File: src/hdl/iap_pkg.sv
// Shared types, constants and helpers for the integer-to-ASCII padded formatter.
// Used by every module of the block; depends on nothing.
package iap_pkg;

   // Fixed width of the value field on the request port.
   localparam int VALUE_W    = 32;
   // Bits of the value that take part in formatting.
   localparam int VALUE_BITS = 32;
   // Largest honored field width; wider requests saturate to it.
   localparam int MAX_WIDTH  = 64;
   // Fixed width of the min_width field on the request port.
   localparam int MINW_W     = 7;

   localparam int RADIX_DEC  = 10;
   // Decimal digits of the largest value: floor(bits * log10(2)) + 1.
   localparam int DEC_DIGITS = ((VALUE_BITS * 1233) >> 12) + 1;
   localparam int HEX_DIGITS = (VALUE_BITS + 3) / 4;
   localparam int NDIG       = (DEC_DIGITS > HEX_DIGITS) ? DEC_DIGITS : HEX_DIGITS;
   localparam int DIG_W      = NDIG * 4;
   localparam int IDX_W      = (NDIG > 1) ? $clog2(NDIG) : 1;
   localparam int CNT_W      = $clog2(VALUE_BITS);
   localparam int PAD_W      = $clog2(MAX_WIDTH + 1);

   localparam logic [7:0] CH_ZERO    = 8'h30;
   localparam logic [7:0] CH_UPPER_A = 8'h41;
   localparam logic [7:0] CH_LOWER_A = 8'h61;
   localparam logic [7:0] CH_MINUS   = 8'h2D;
   localparam logic [7:0] CH_SPACE   = 8'h20;

   typedef enum logic [1:0] {
      OP_UDEC = 2'd0,
      OP_SDEC = 2'd1,
      OP_LHEX = 2'd2,
      OP_UHEX = 2'd3
   } op_type;

   // One classified transaction as it waits in the queue.
   typedef struct packed {
      logic [VALUE_BITS-1:0] mag;
      logic                  neg;
      logic                  hex;
      logic                  upper;
      logic [PAD_W-1:0]      width;
      logic [7:0]            fill;
   } iap_item_type;

   function automatic logic [7:0] digit_char(input logic [3:0] dgt, input logic upper);
      logic [7:0] base_ch;
      base_ch = upper ? CH_UPPER_A : CH_LOWER_A;
      if (dgt < 4'(RADIX_DEC)) begin
         return CH_ZERO + 8'(dgt);
      end
      return base_ch + 8'(dgt) - 8'(RADIX_DEC);
   endfunction

endpackage

File: src/hdl/iap_front.sv
// Front end: accepts a request and classifies it into a queue entry.
// Depends on iap_pkg.
module iap_front (
   input  logic                       start,
   input  logic                       busy,
   input  logic [1:0]                 req_op,
   input  logic [iap_pkg::VALUE_W-1:0] req_value,
   input  logic [iap_pkg::MINW_W-1:0] req_min_width,
   input  logic                       req_zero_pad,
   output logic                       push,
   output iap_pkg::iap_item_type      push_item
);
   import iap_pkg::*;

   logic [VALUE_BITS-1:0] val;
   op_type                op;

   assign push = start & ~busy;
   assign op   = op_type'(req_op);
   assign val  = req_value[VALUE_BITS-1:0];

   always_comb begin
      push_item.neg   = 1'b0;
      push_item.hex   = 1'b0;
      push_item.upper = 1'b0;
      push_item.mag   = val;
      unique case (op)
         OP_UDEC: begin
            push_item.hex = 1'b0;
         end
         OP_SDEC: begin
            // Negation in VALUE_BITS bits also gives the right magnitude
            // for the most negative value.
            if (val[VALUE_BITS-1]) begin
               push_item.neg = 1'b1;
               push_item.mag = ~val + VALUE_BITS'(1);
            end
         end
         OP_LHEX: begin
            push_item.hex = 1'b1;
         end
         OP_UHEX: begin
            push_item.hex   = 1'b1;
            push_item.upper = 1'b1;
         end
         default: begin
            push_item.hex = 1'b0;
         end
      endcase
      if (req_min_width > MINW_W'(MAX_WIDTH)) begin
         push_item.width = PAD_W'(MAX_WIDTH);
      end else begin
         push_item.width = PAD_W'(req_min_width);
      end
      push_item.fill = req_zero_pad ? CH_ZERO : CH_SPACE;
   end

endmodule

File: src/hdl/iap_queue.sv
// Two-entry queue between the front end and the back end.
// Depends on iap_pkg for the entry type.
module iap_queue (
   input  logic                  clock,
   input  logic                  reset,
   input  logic                  push,
   input  iap_pkg::iap_item_type push_item,
   input  logic                  pop,
   output iap_pkg::iap_item_type head_item,
   output logic                  empty,
   output logic                  full
);
   import iap_pkg::*;

   iap_item_type entry_ff [2];
   logic         wr_ptr_ff, wr_ptr_in;
   logic         rd_ptr_ff, rd_ptr_in;
   logic [1:0]   count_ff, count_in;

   assign empty     = (count_ff == 2'd0);
   assign full      = (count_ff == 2'd2);
   assign head_item = entry_ff[rd_ptr_ff];

   always_comb begin
      wr_ptr_in = push ? ~wr_ptr_ff : wr_ptr_ff;
      rd_ptr_in = pop ? ~rd_ptr_ff : rd_ptr_ff;
      count_in  = count_ff + 2'(push) - 2'(pop);
   end

   always_ff @(posedge clock) begin
      if (reset) begin
         wr_ptr_ff <= 1'b0;
         rd_ptr_ff <= 1'b0;
         count_ff  <= 2'd0;
      end else begin
         wr_ptr_ff <= wr_ptr_in;
         rd_ptr_ff <= rd_ptr_in;
         count_ff  <= count_in;
      end
   end

   always_ff @(posedge clock) begin
      if (push) begin
         entry_ff[wr_ptr_ff] <= push_item;
      end
   end

endmodule

File: src/hdl/iap_back.sv
// Back end: converts one queued number to digits and emits its characters.
// Depends on iap_pkg.
module iap_back (
   input  logic                  clock,
   input  logic                  reset,
   input  iap_pkg::iap_item_type head_item,
   input  logic                  empty,
   output logic                  pop,
   output logic                  rsp_strobe,
   output logic [7:0]            rsp_character,
   output logic                  rsp_last
);
   import iap_pkg::*;

   typedef enum logic [3:0] {
      ST_IDLE = 4'b0001,
      ST_CONV = 4'b0010,
      ST_SIZE = 4'b0100,
      ST_EMIT = 4'b1000
   } state_type;

   state_type             state_ff, state_in;
   logic [VALUE_BITS-1:0] bin_ff, bin_in;
   logic [DIG_W-1:0]      bcd_ff, bcd_in;
   logic [CNT_W-1:0]      cnt_ff, cnt_in;
   logic                  neg_ff, neg_in;
   logic                  upper_ff, upper_in;
   logic [PAD_W-1:0]      width_ff, width_in;
   logic [7:0]            fill_ff, fill_in;
   logic [PAD_W-1:0]      pad_ff, pad_in;
   logic                  sign_ff, sign_in;
   logic [IDX_W-1:0]      dpos_ff, dpos_in;
   logic                  strobe_ff, strobe_in;
   logic [7:0]            char_ff, char_in;
   logic                  last_ff, last_in;

   logic [DIG_W-1:0]      bcd_adj;
   logic [IDX_W-1:0]      top;
   logic [PAD_W-1:0]      len;

   assign pop           = (state_ff == ST_IDLE) && !empty;
   assign rsp_strobe    = strobe_ff;
   assign rsp_character = char_ff;
   assign rsp_last      = last_ff;

   // Add-3 correction of every BCD digit before the next shift.
   always_comb begin
      for (int i = 0; i < NDIG; i++) begin
         if (bcd_ff[i*4 +: 4] >= 4'd5) begin
            bcd_adj[i*4 +: 4] = bcd_ff[i*4 +: 4] + 4'd3;
         end else begin
            bcd_adj[i*4 +: 4] = bcd_ff[i*4 +: 4];
         end
      end
   end

   // Most significant nonzero digit; zero has one digit.
   always_comb begin
      top = '0;
      for (int i = 0; i < NDIG; i++) begin
         if (bcd_ff[i*4 +: 4] != 4'd0) begin
            top = IDX_W'(i);
         end
      end
      len = PAD_W'(top) + PAD_W'(1) + PAD_W'(neg_ff);
   end

   always_comb begin
      state_in  = state_ff;
      bin_in    = bin_ff;
      bcd_in    = bcd_ff;
      cnt_in    = cnt_ff;
      neg_in    = neg_ff;
      upper_in  = upper_ff;
      width_in  = width_ff;
      fill_in   = fill_ff;
      pad_in    = pad_ff;
      sign_in   = sign_ff;
      dpos_in   = dpos_ff;
      strobe_in = 1'b0;
      char_in   = char_ff;
      last_in   = 1'b0;
      unique case (state_ff)
         ST_IDLE: begin
            if (!empty) begin
               bin_in   = head_item.mag;
               neg_in   = head_item.neg;
               upper_in = head_item.upper;
               width_in = head_item.width;
               fill_in  = head_item.fill;
               cnt_in   = CNT_W'(VALUE_BITS - 1);
               if (head_item.hex) begin
                  bcd_in   = DIG_W'(head_item.mag);
                  state_in = ST_SIZE;
               end else begin
                  bcd_in   = '0;
                  state_in = ST_CONV;
               end
            end
         end
         ST_CONV: begin
            {bcd_in, bin_in} = {bcd_adj, bin_ff} << 1;
            cnt_in = cnt_ff - CNT_W'(1);
            if (cnt_ff == '0) begin
               state_in = ST_SIZE;
            end
         end
         ST_SIZE: begin
            pad_in   = (width_ff > len) ? (width_ff - len) : '0;
            sign_in  = neg_ff;
            dpos_in  = top;
            state_in = ST_EMIT;
         end
         ST_EMIT: begin
            strobe_in = 1'b1;
            if (pad_ff != '0) begin
               char_in = fill_ff;
               pad_in  = pad_ff - PAD_W'(1);
            end else if (sign_ff) begin
               char_in = CH_MINUS;
               sign_in = 1'b0;
            end else begin
               char_in = digit_char(bcd_ff[dpos_ff*4 +: 4], upper_ff);
               dpos_in = dpos_ff - IDX_W'(1);
               if (dpos_ff == '0) begin
                  last_in  = 1'b1;
                  state_in = ST_IDLE;
               end
            end
         end
         default: begin
            state_in = ST_IDLE;
         end
      endcase
   end

   always_ff @(posedge clock) begin
      if (reset) begin
         state_ff  <= ST_IDLE;
         strobe_ff <= 1'b0;
         last_ff   <= 1'b0;
      end else begin
         state_ff  <= state_in;
         strobe_ff <= strobe_in;
         last_ff   <= last_in;
      end
   end

   always_ff @(posedge clock) begin
      bin_ff   <= bin_in;
      bcd_ff   <= bcd_in;
      cnt_ff   <= cnt_in;
      neg_ff   <= neg_in;
      upper_ff <= upper_in;
      width_ff <= width_in;
      fill_ff  <= fill_in;
      pad_ff   <= pad_in;
      sign_ff  <= sign_in;
      dpos_ff  <= dpos_in;
      char_ff  <= char_in;
   end

endmodule

File: src/hdl/integer_to_ascii_padded_unit.sv
// Top level of the integer-to-ASCII padded formatter.
// Depends on iap_pkg, iap_front, iap_queue and iap_back.
//
//   Channel   Handshake              Payload ports
//   request   start, busy            req_op, req_value, req_min_width, req_zero_pad
//   response  rsp_strobe (1 cycle)   rsp_character, rsp_last
//
// A request transaction is taken at a rising edge with start high and busy low.
// With the back end idle, a decimal transaction first passes through the
// shift-and-add-3 converter, which handles one value bit per cycle, and then the
// sizing state; a hex transaction goes straight to sizing. Then one character
// leaves per cycle, and the back end takes no new transaction until the last
// character of the current one has left.
// A two-entry queue lets new transactions arrive while one is converting or
// emitting; busy is high while the queue is full.
// Reset is synchronous and active high; it empties the queue and idles the back end.
// The receiver cannot stall: every response is valid for exactly one cycle.
module integer_to_ascii_padded_unit (
   input  logic                        clock,
   input  logic                        reset,
   input  logic                        start,
   output logic                        busy,
   input  logic [1:0]                  req_op,
   input  logic [iap_pkg::VALUE_W-1:0] req_value,
   input  logic [iap_pkg::MINW_W-1:0]  req_min_width,
   input  logic                        req_zero_pad,
   output logic                        rsp_strobe,
   output logic [7:0]                  rsp_character,
   output logic                        rsp_last
);
   import iap_pkg::*;

   logic         queue_push;
   logic         queue_pop;
   logic         queue_empty;
   logic         queue_full;
   iap_item_type push_item;
   iap_item_type head_item;

   // The front end can accept a transaction whenever the queue has room.
   assign busy = queue_full;

   iap_front u_front (
      .start         (start),
      .busy          (busy),
      .req_op        (req_op),
      .req_value     (req_value),
      .req_min_width (req_min_width),
      .req_zero_pad  (req_zero_pad),
      .push          (queue_push),
      .push_item     (push_item)
   );

   iap_queue u_queue (
      .clock     (clock),
      .reset     (reset),
      .push      (queue_push),
      .push_item (push_item),
      .pop       (queue_pop),
      .head_item (head_item),
      .empty     (queue_empty),
      .full      (queue_full)
   );

   iap_back u_back (
      .clock         (clock),
      .reset         (reset),
      .head_item     (head_item),
      .empty         (queue_empty),
      .pop           (queue_pop),
      .rsp_strobe    (rsp_strobe),
      .rsp_character (rsp_character),
      .rsp_last      (rsp_last)
   );

   // The back end never takes an entry from an empty queue.
   assert property (@(posedge clock) disable iff (reset) queue_pop |-> !queue_empty)
      else $error("back end popped an empty queue");

   // The final character of a transaction is always carried by a strobe.
   assert property (@(posedge clock) disable iff (reset) rsp_last |-> rsp_strobe)
      else $error("last flag without strobe");

   // After the final character the back end must reload before emitting again.
   assert property (@(posedge clock) disable iff (reset)
                    (rsp_strobe && rsp_last) |=> !rsp_strobe)
      else $error("character emitted right after the last one");

   // Reset leaves no response on the port.
   assert property (@(posedge clock) reset |=> !rsp_strobe)
      else $error("strobe active right after reset");

endmodule

File: config.mk
export PLATFORM = sky130hd
export DESIGN_NAME = integer_to_ascii_padded_unit
export DESIGN_NICKNAME = d
export VERILOG_FILES = /design/src/hdl/iap_pkg.sv /design/src/hdl/iap_front.sv /design/src/hdl/iap_queue.sv /design/src/hdl/iap_back.sv /design/src/hdl/integer_to_ascii_padded_unit.sv
export SDC_FILE = /design/constraint.sdc
export NUM_CORES = 1
export LEC_CHECK = 0
export ABC_AREA = 1
export BUFFER_PORTS_ARGS = -buffer_cell sky130_fd_sc_hd__buf_2
export CORE_MARGIN = 5
export CORE_UTILIZATION = 50
export CTS_BUF_LIST = sky130_fd_sc_hd__clkbuf_8
export DETAILED_ROUTE_END_ITERATION = 7
export PLACE_DENSITY_LB_ADDON = 0.3
export SYNTH_ARGS = -nofsm -noshare
export SYNTH_HDL_FRONTEND = slang
export SYNTH_HIERARCHICAL = 1
export SYNTH_SLANG_ARGS = --single-unit
File: constraint.sdc
create_clock -name clock -period 19.9 [get_ports clock]
set_input_delay 2.985 -clock clock [delete_from_list [all_inputs] [get_ports clock]]
set_output_delay 2.985 -clock clock [all_outputs]
set_load 0.05 [all_outputs]
==> flow_summary.toml, run 1 <==
[floorplanning]
die_area_um2 = 27400
die_w_um = 166
dieHeight_um = 166
coreArea_um2 = 24100
start_util_pct = 50.2
ios = 56
floorplan.rows = 57

[sta]
rsz0062_at_grt = "no"
final-hold-violation-count = 0
skew_ps = 15.4
post-route-period-util_pct = 21.7
fmax_mhz = 232
period_minus_slack_ps = 4320
fin_ws_ps = 15580
max_slew_margin_pct = 23.6
worst_pin_slew_ps = 1150
final-setup-viol-count = 0
drv_slew = 0
fin_setup_tns_ps = 0

[place]
placedInstanceArea_um2 = 12600
place.port_buffers = 55
place.gp.congestion = 0.905
dpl.hpwl_um = 16700
place_ws_ps = 15230

[synthesis]
synthesis.area_um2 = 12100
synth-edff-count = 214
ys_types = 50
syn_inst = 1201
yosysWarnings = 6
synth_area_per_cell_um2 = 10.1
ys_ff_latch = 225
ys_seq_area_share_pct = 54.9
async_reset_ff_share_pct = 0
yosys_most_used_dff = "edfxtp_1"

[routing]
drc = 0
drt-initial-drc-count = 617
drt_first_pass_iters = 5
via_per_inst = 5.06
ant_nets = 0
routedWlPerCell_um = 14.7
routed_wirelength_um = 23700
num_vias = 8161

[setup_path]
reg2reg_slack_ps = 16090
critPathKind = "reg -> out"
worstPathRequired_ps = 16910
startpoint_type = "flip-flop"
crit_slowest_cell = "dfxtp_1"
cp.arrival_ps = 1330
critPathCaptureType = "output pin"
path_cells = "inv_1, nor2_1, buf_2"
crit_fanout = 3
slowest_delay_ps = 350

[layout]
stdcell_area_um2 = 13200
mostFrequentLayoutCells = "nand2_1 (268), edfxtp_1 (214), inv_1 (166)"
nNetsFinal = 1346
layout_commonest_cell = "nand2_1"
num_antenna_cells = 0
syn2layout_area_growth_pct = 8.86
drive_above_1_share_pct = 14.7

[cts]
post-cts-setup-buffers = 0
cts_buffer_depth = 3
clkLatencyLatePin_ps = 520
cts_hold_buf = 0
cts_resized = 0
clk_pin_slew_ps = 60
htree_levels = 2
clockRootBuffer = "clkbuf_8"
cts_buffers = 36
cts_sinks = 225
cts_tree = "built"

[global_routing]
grt_max_degree = 78
grt_pass1_vias = 8006
use_met1_pct = 24.4
use_met3_pct = 3.07
busiest_layer = "met2"
grt_pass1_wl_um = 39400
met2_usage_pct = 26.8
antenna_found_initial = 0
track_usage_pct = 17.1
grt_overflow_total = 0

[pwr]
power_density_nw_per_um2 = 128
vdd_drop_max_mv = 0.0914
p_leak_nw = 5.53

[min_path]
hold_class = "reg -> reg"

[outcome]
run_status = "finished, final reports clean"

[job]
maxCapViolCount = 0
## state kept, by name, summed over array words and instances, names as in the netlist, named ones only
| signal | cells |
|---|---|
| u_back/width_ff | 7 |
| u_back/cnt_ff | 5 |
| u_queue/rd_ptr_ff | 1 |
| u_back/upper_ff | 1 |
| u_back/fill_ff | 8 |
| u_queue/entry_ff | 100 |
| u_queue/wr_ptr_ff | 1 |
| u_back/pad_ff | 7 |
| u_back/state_ff | 4 |
| u_back/sign_ff | 1 |
| u_back/bcd_ff | 40 |
| u_back/rsp_strobe | 1 |
| u_back/neg_ff | 1 |
| u_back/dpos_ff | 4 |
| u_queue/count_ff | 2 |
| u_back/rsp_character | 8 |
| u_back/bin_ff | 32 |
| u_back/rsp_last | 1 |
## final timing paths
| check | endpoint | cells after the start | startpoint |
|---|---|---|---|
| max | busy | 3 | u_queue/count_ff[1]$_SDFF_PP0_ |
| min | flip-flop | 2 | u_queue/rd_ptr_ff$_SDFFE_PP0P_ |
| max reg2reg | u_back/pad_ff[1]$_DFFE_PP_ | 19 | u_back/bcd_ff[4]$_DFFE_PP_ |
| min reg2reg | flip-flop | 2 | u_queue/rd_ptr_ff$_SDFFE_PP0P_ |
## final cells by class
type,instances,area (µm²)
Inverter,166,623
Sequential cell,225,6650
Clock buffer,36,495
Fill cell,2171,10900
Clock inverter,26,118
Multi-Input combinational cell,773,4560
Tap cell,324,405
Timing Repair Buffer,62,328
## worst max-delay path, delay by kind of cell (launching register included)
kind          cells  cell delay, ps
buf+inv           2             350
flops             1             350
simple gates      1             110
## routing by layer
metal  vias to the layer above  part of all wire, %
met5                         -                    0
li1                       4163                    -
met4                         0                  2.2
met1                      3755                   47
met3                        38                  5.5
met2                       205                   45
## synth_stat cells (all sizes together), types with 11 or more instances
library cell  count  area, µm²
a21oi            44        220
buf              27        265
clkbuf           15       56.3
dfxtp            11        220
edfxtp          214       6430
ha               36        450
inv             166        623
mux2             50        751
nand2           273       1050
nand3            52        265
nand4            15       93.8
nor2            109        469
o21ai            98        498
xor2             25        219
## through the flow
stage                     instances  hold WS [ps]  total power, mW  utilization (%)
after global routing           1612           534             1.81             54.7
final                          1612           517             1.69             54.7
after global placement         1550           490             1.34             52.1
after detailed placement       1550           509             1.35             52.1
after CTS                      1612           524             1.70             54.7
after floorplan                1206           481             1.24                -
## kinds of logic (layout without fill, tap and decap cells)
logic type,count (synthesis),count (layout),share of synthesized area [%]
other,3,8,0.0930
AOI/OAI and AO/OA,178,178,8.20
adders and majority gates,37,37,3.89
DFF,225,225,54.9
buffers and inverters,208,290,7.80
xor gates and xnor gates,34,34,2.46
and+or+nand+nor,466,466,16.5
muxes,50,50,6.20
## power breakdown
group | switching [mW] | total (mW) | internal [mW] | leakage, nW
Clock | 0.174 | 0.344 | 0.170 | 0.343
Sequential | 0.0725 | 0.785 | 0.712 | 2.08
Combinational | 0.349 | 0.556 | 0.208 | 3.11
No activity file was read; power rests on OpenSTA's default activity.
==> run 2: changes to the inputs <==
==> constraint.sdc (replaced) <==
create_clock -name clock -period 3.6 [get_ports clock]
set_input_delay 0.54 -clock clock [delete_from_list [all_inputs] [get_ports clock]]
set_output_delay 0.54 -clock clock [all_outputs]
set_load 0.05 [all_outputs]
==> run 2 against run 1 <==
  * Total power rose to 5.7 times the previous value
  * Clock skew rose by 13 ps
  * Via count rose by 0.21%
  * Clock power rose to 6.0 times the previous value
  * Die area did not move
  * Sequential power rose to 5.5 times the previous value
  * Global-route usage rose by 0.13 points
  * Critical path depth rose by 16
  * Register-to-register slack got worse by 16000 ps
  * Combinational power rose to 5.9 times the previous value
  * Count of clock-buffer cells in the layout rose by 1
  * First-iteration DRC count fell by 6.8%
==> flow_summary.toml, run 2 (synthesis gave the netlist of run 1 again) <==
[sta]
period_minus_slack_ps = 3450
whs_ps = 205
final-hold-violation-count = 0
fmax_mhz = 290
post-route-period-util_pct = 95.9
skew_ps = 28.7
drv_slew = 0
final-setup-viol-count = 0
max_slew_margin_pct = 29.7
worst_pin_slew_ps = 1050

[layout]
multi_input_area_um2 = 4590
top_register = "u_queue/entry_ff"
reg.largest.list = "u_queue/entry_ff x100, u_back/bcd_ff x40, u_back/bin_ff x32"
nNetsFinal = 1364
layout_commonest_cell = "nand2_1"
final-seq-area_um2 = 6650
final_cells = 1630
num_antenna_cells = 0
syn2layout_area_growth_pct = 10.6
mostFrequentLayoutCells = "nand2_1 (267), edfxtp_1 (214), inv_1 (165)"
stdcell_area_um2 = 13400
nFillCells = 2143
drive_above_1_share_pct = 16.6
largest_register_ffs = 100

[setup_path]
slowest_delay_ps = 490
crit_slowest_cell = "or4_1"
timing.rr.end = "u_back/pad_ff[1]$_DFFE_PP_"
critPathCaptureType = "flip-flop"
worstPathRequired_ps = 3860
crit_fanout = 6
startpoint_type = "flip-flop"
reg2reg_slack_ps = 150
cp.arrival_ps = 3720
path_cells = "inv_2, ha_2, nand2_1, o21ai_1, a21oi_1, o21bai_1, nand2_1, a21oi_2, ha_2, inv_1, ha_1, xor2_1, ha_1, nand2_1, or4_1, nand3_2, inv_1, nand2_1, o21ai_0"
rr_startpoint = "u_back/bcd_ff[5]$_DFFE_PP_"
worst-r2r-cell-count = 19
critPathKind = "reg -> reg"
cpMostUsedCell = "nand2_1"

[global_routing]
track_usage_pct = 17.2
grt_overflow_total = 0
grt_max_degree = 62
grt_pass1_vias = 7928
antenna_found_initial = 0
grt_pass1_wl_um = 39500

[place]
placed_cells = 1560
placedInstanceArea_um2 = 12600
dpl.hpwl_um = 16900
place.gp.congestion = 0.868
place.port_buffers = 55

[cts]
clk_pin_slew_ps = 60
cts_hold_buf = 0
clockRootBuffer = "clkbuf_8"
cts_buffer_depth = 3
htree_levels = 2
cts_buffers = 37
clkLatencyLatePin_ps = 530
cts_sinks = 225
cts_tree = "built"

[routing]
routedWlPerCell_um = 14.6
num_vias = 8178
drc = 0
routed_wirelength_um = 23800
ant_nets = 0
drt-initial-drc-count = 575
via_per_inst = 5.02
drt_first_pass_iters = 5

[min_path]
whs_endpoint = "u_queue/entry_ff[1][4]$_DFFE_PP_"
hold_class = "in -> reg"
hp-start = "req_zero_pad"
min_delay_path_depth = 1

[pwr]
p_leak_nw = 5.65
power_density_nw_per_um2 = 719
vdd_drop_max_mv = 0.412

[floorplanning]
die_area_um2 = 27400
die_w_um = 166
dieHeight_um = 166
coreArea_um2 = 24100
ios = 56
floorplan.rows = 57
start_util_pct = 50.2

[outcome]
run_status = "finished, final reports clean"

[job]
maxCapViolCount = 0
[run 2: cell count changes in the layout (fill, tap and decap cells not counted), moves of 2 or more]
| cell | before | now |
|---|---|---|
| clkinv_1 | 12 | 10 |
| ha_1 | 36 | 34 |
| buf_4 | 7 | 24 |
| ha_2 | 0 | 2 |
| inv_2 | 8 | 10 |
| a21oi_1 | 44 | 41 |
| a21oi_2 | 0 | 3 |
| bufinv_16 | 0 | 2 |
[run 2: stage by stage]
stage | util (%) | worst slack, ps | TNS, ps | power [mW]
6_report | 55.6 | 148 | 0 | 9.64
2_1_floorplan | - | 155 | 0 | 6.78
4_1_cts | 55.3 | 42.1 | 0 | 9.63
5_1_grt | 55.6 | -29.6 | -57.1 | 10.3
3_3_place_gp | 52.4 | 134 | 0 | 7.44
3_5_place_dp | 52.4 | 21.2 | 0 | 7.52
[run 2: how the worst max path moves through the flow]
stage,startpoint,to,slack (ps),depth (start not counted)
after floorplan,u_queue/count_ff[1]$_SDFF_PP0_,u_queue/entry_ff[0][0]$_DFFE_PP_,160,5
after global placement,u_back/bcd_ff[5]$_DFFE_PP_,u_back/pad_ff[1]$_DFFE_PP_,130,22
after detailed placement,u_back/bcd_ff[5]$_DFFE_PP_,u_back/pad_ff[1]$_DFFE_PP_,20,19
after CTS,u_back/bcd_ff[5]$_DFFE_PP_,u_back/pad_ff[1]$_DFFE_PP_,40,22
after global routing,u_back/bcd_ff[5]$_DFFE_PP_,u_back/pad_ff[5]$_DFFE_PP_,-30,21
final,u_back/bcd_ff[5]$_DFFE_PP_,u_back/pad_ff[1]$_DFFE_PP_,150,19
[run 2: timing repair]
| action | in CTS | in global routing |
|---|---|---|
| setup endpoints to repair | 0 | 7 |
| hold endpoints to repair | 0 | 0 |
| gates resized for setup | 0 | 10 |
| setup buffers | 0 | 7 |
[run 2: worst max-delay path: cells and delay by family, from the launching register on]
family	cells	cell delay, ps
DFF	1	410
xor gates and xnor gates	1	170
and+or+nand+nor	6	900
adders and majority gates	4	860
AOI/OAI and AO/OA	5	650
buffers and inverters	3	210
[run 2: final cells by class]
type / instances / share of cell area (%)
Clock buffer: 37 / 3.80
Clock inverter: 26 / 1.25
Inverter: 166 / 4.65
Multi-Input combinational cell: 773 / 34.2
Sequential cell: 225 / 49.6
Tap cell: 324 / 3.03
Timing Repair Buffer: 79 / 3.40
[run 2: per-layer routing]
| layer | part of all wire [%] | wire length, µm | track usage [%] | up-vias |
|---|---|---|---|---|
| li1 | - | - | - | 4204 |
| met1 | 47 | 11200 | 24.2 | 3771 |
| met2 | 46 | 11000 | 27.9 | 168 |
| met3 | 4.5 | 1070 | 3.05 | 35 |
| met4 | 2.0 | 469 | 4.81 | 0 |
| met5 | 0 | 0 | 0 | - |
[run 2: power by group]
part           leakage (nW)  internal [mW]  switching, mW
Sequential             2.08           3.93          0.367
Clock                 0.372           1.10          0.974
Combinational          3.19           1.26           2.01
Total                  5.65           6.29           3.35
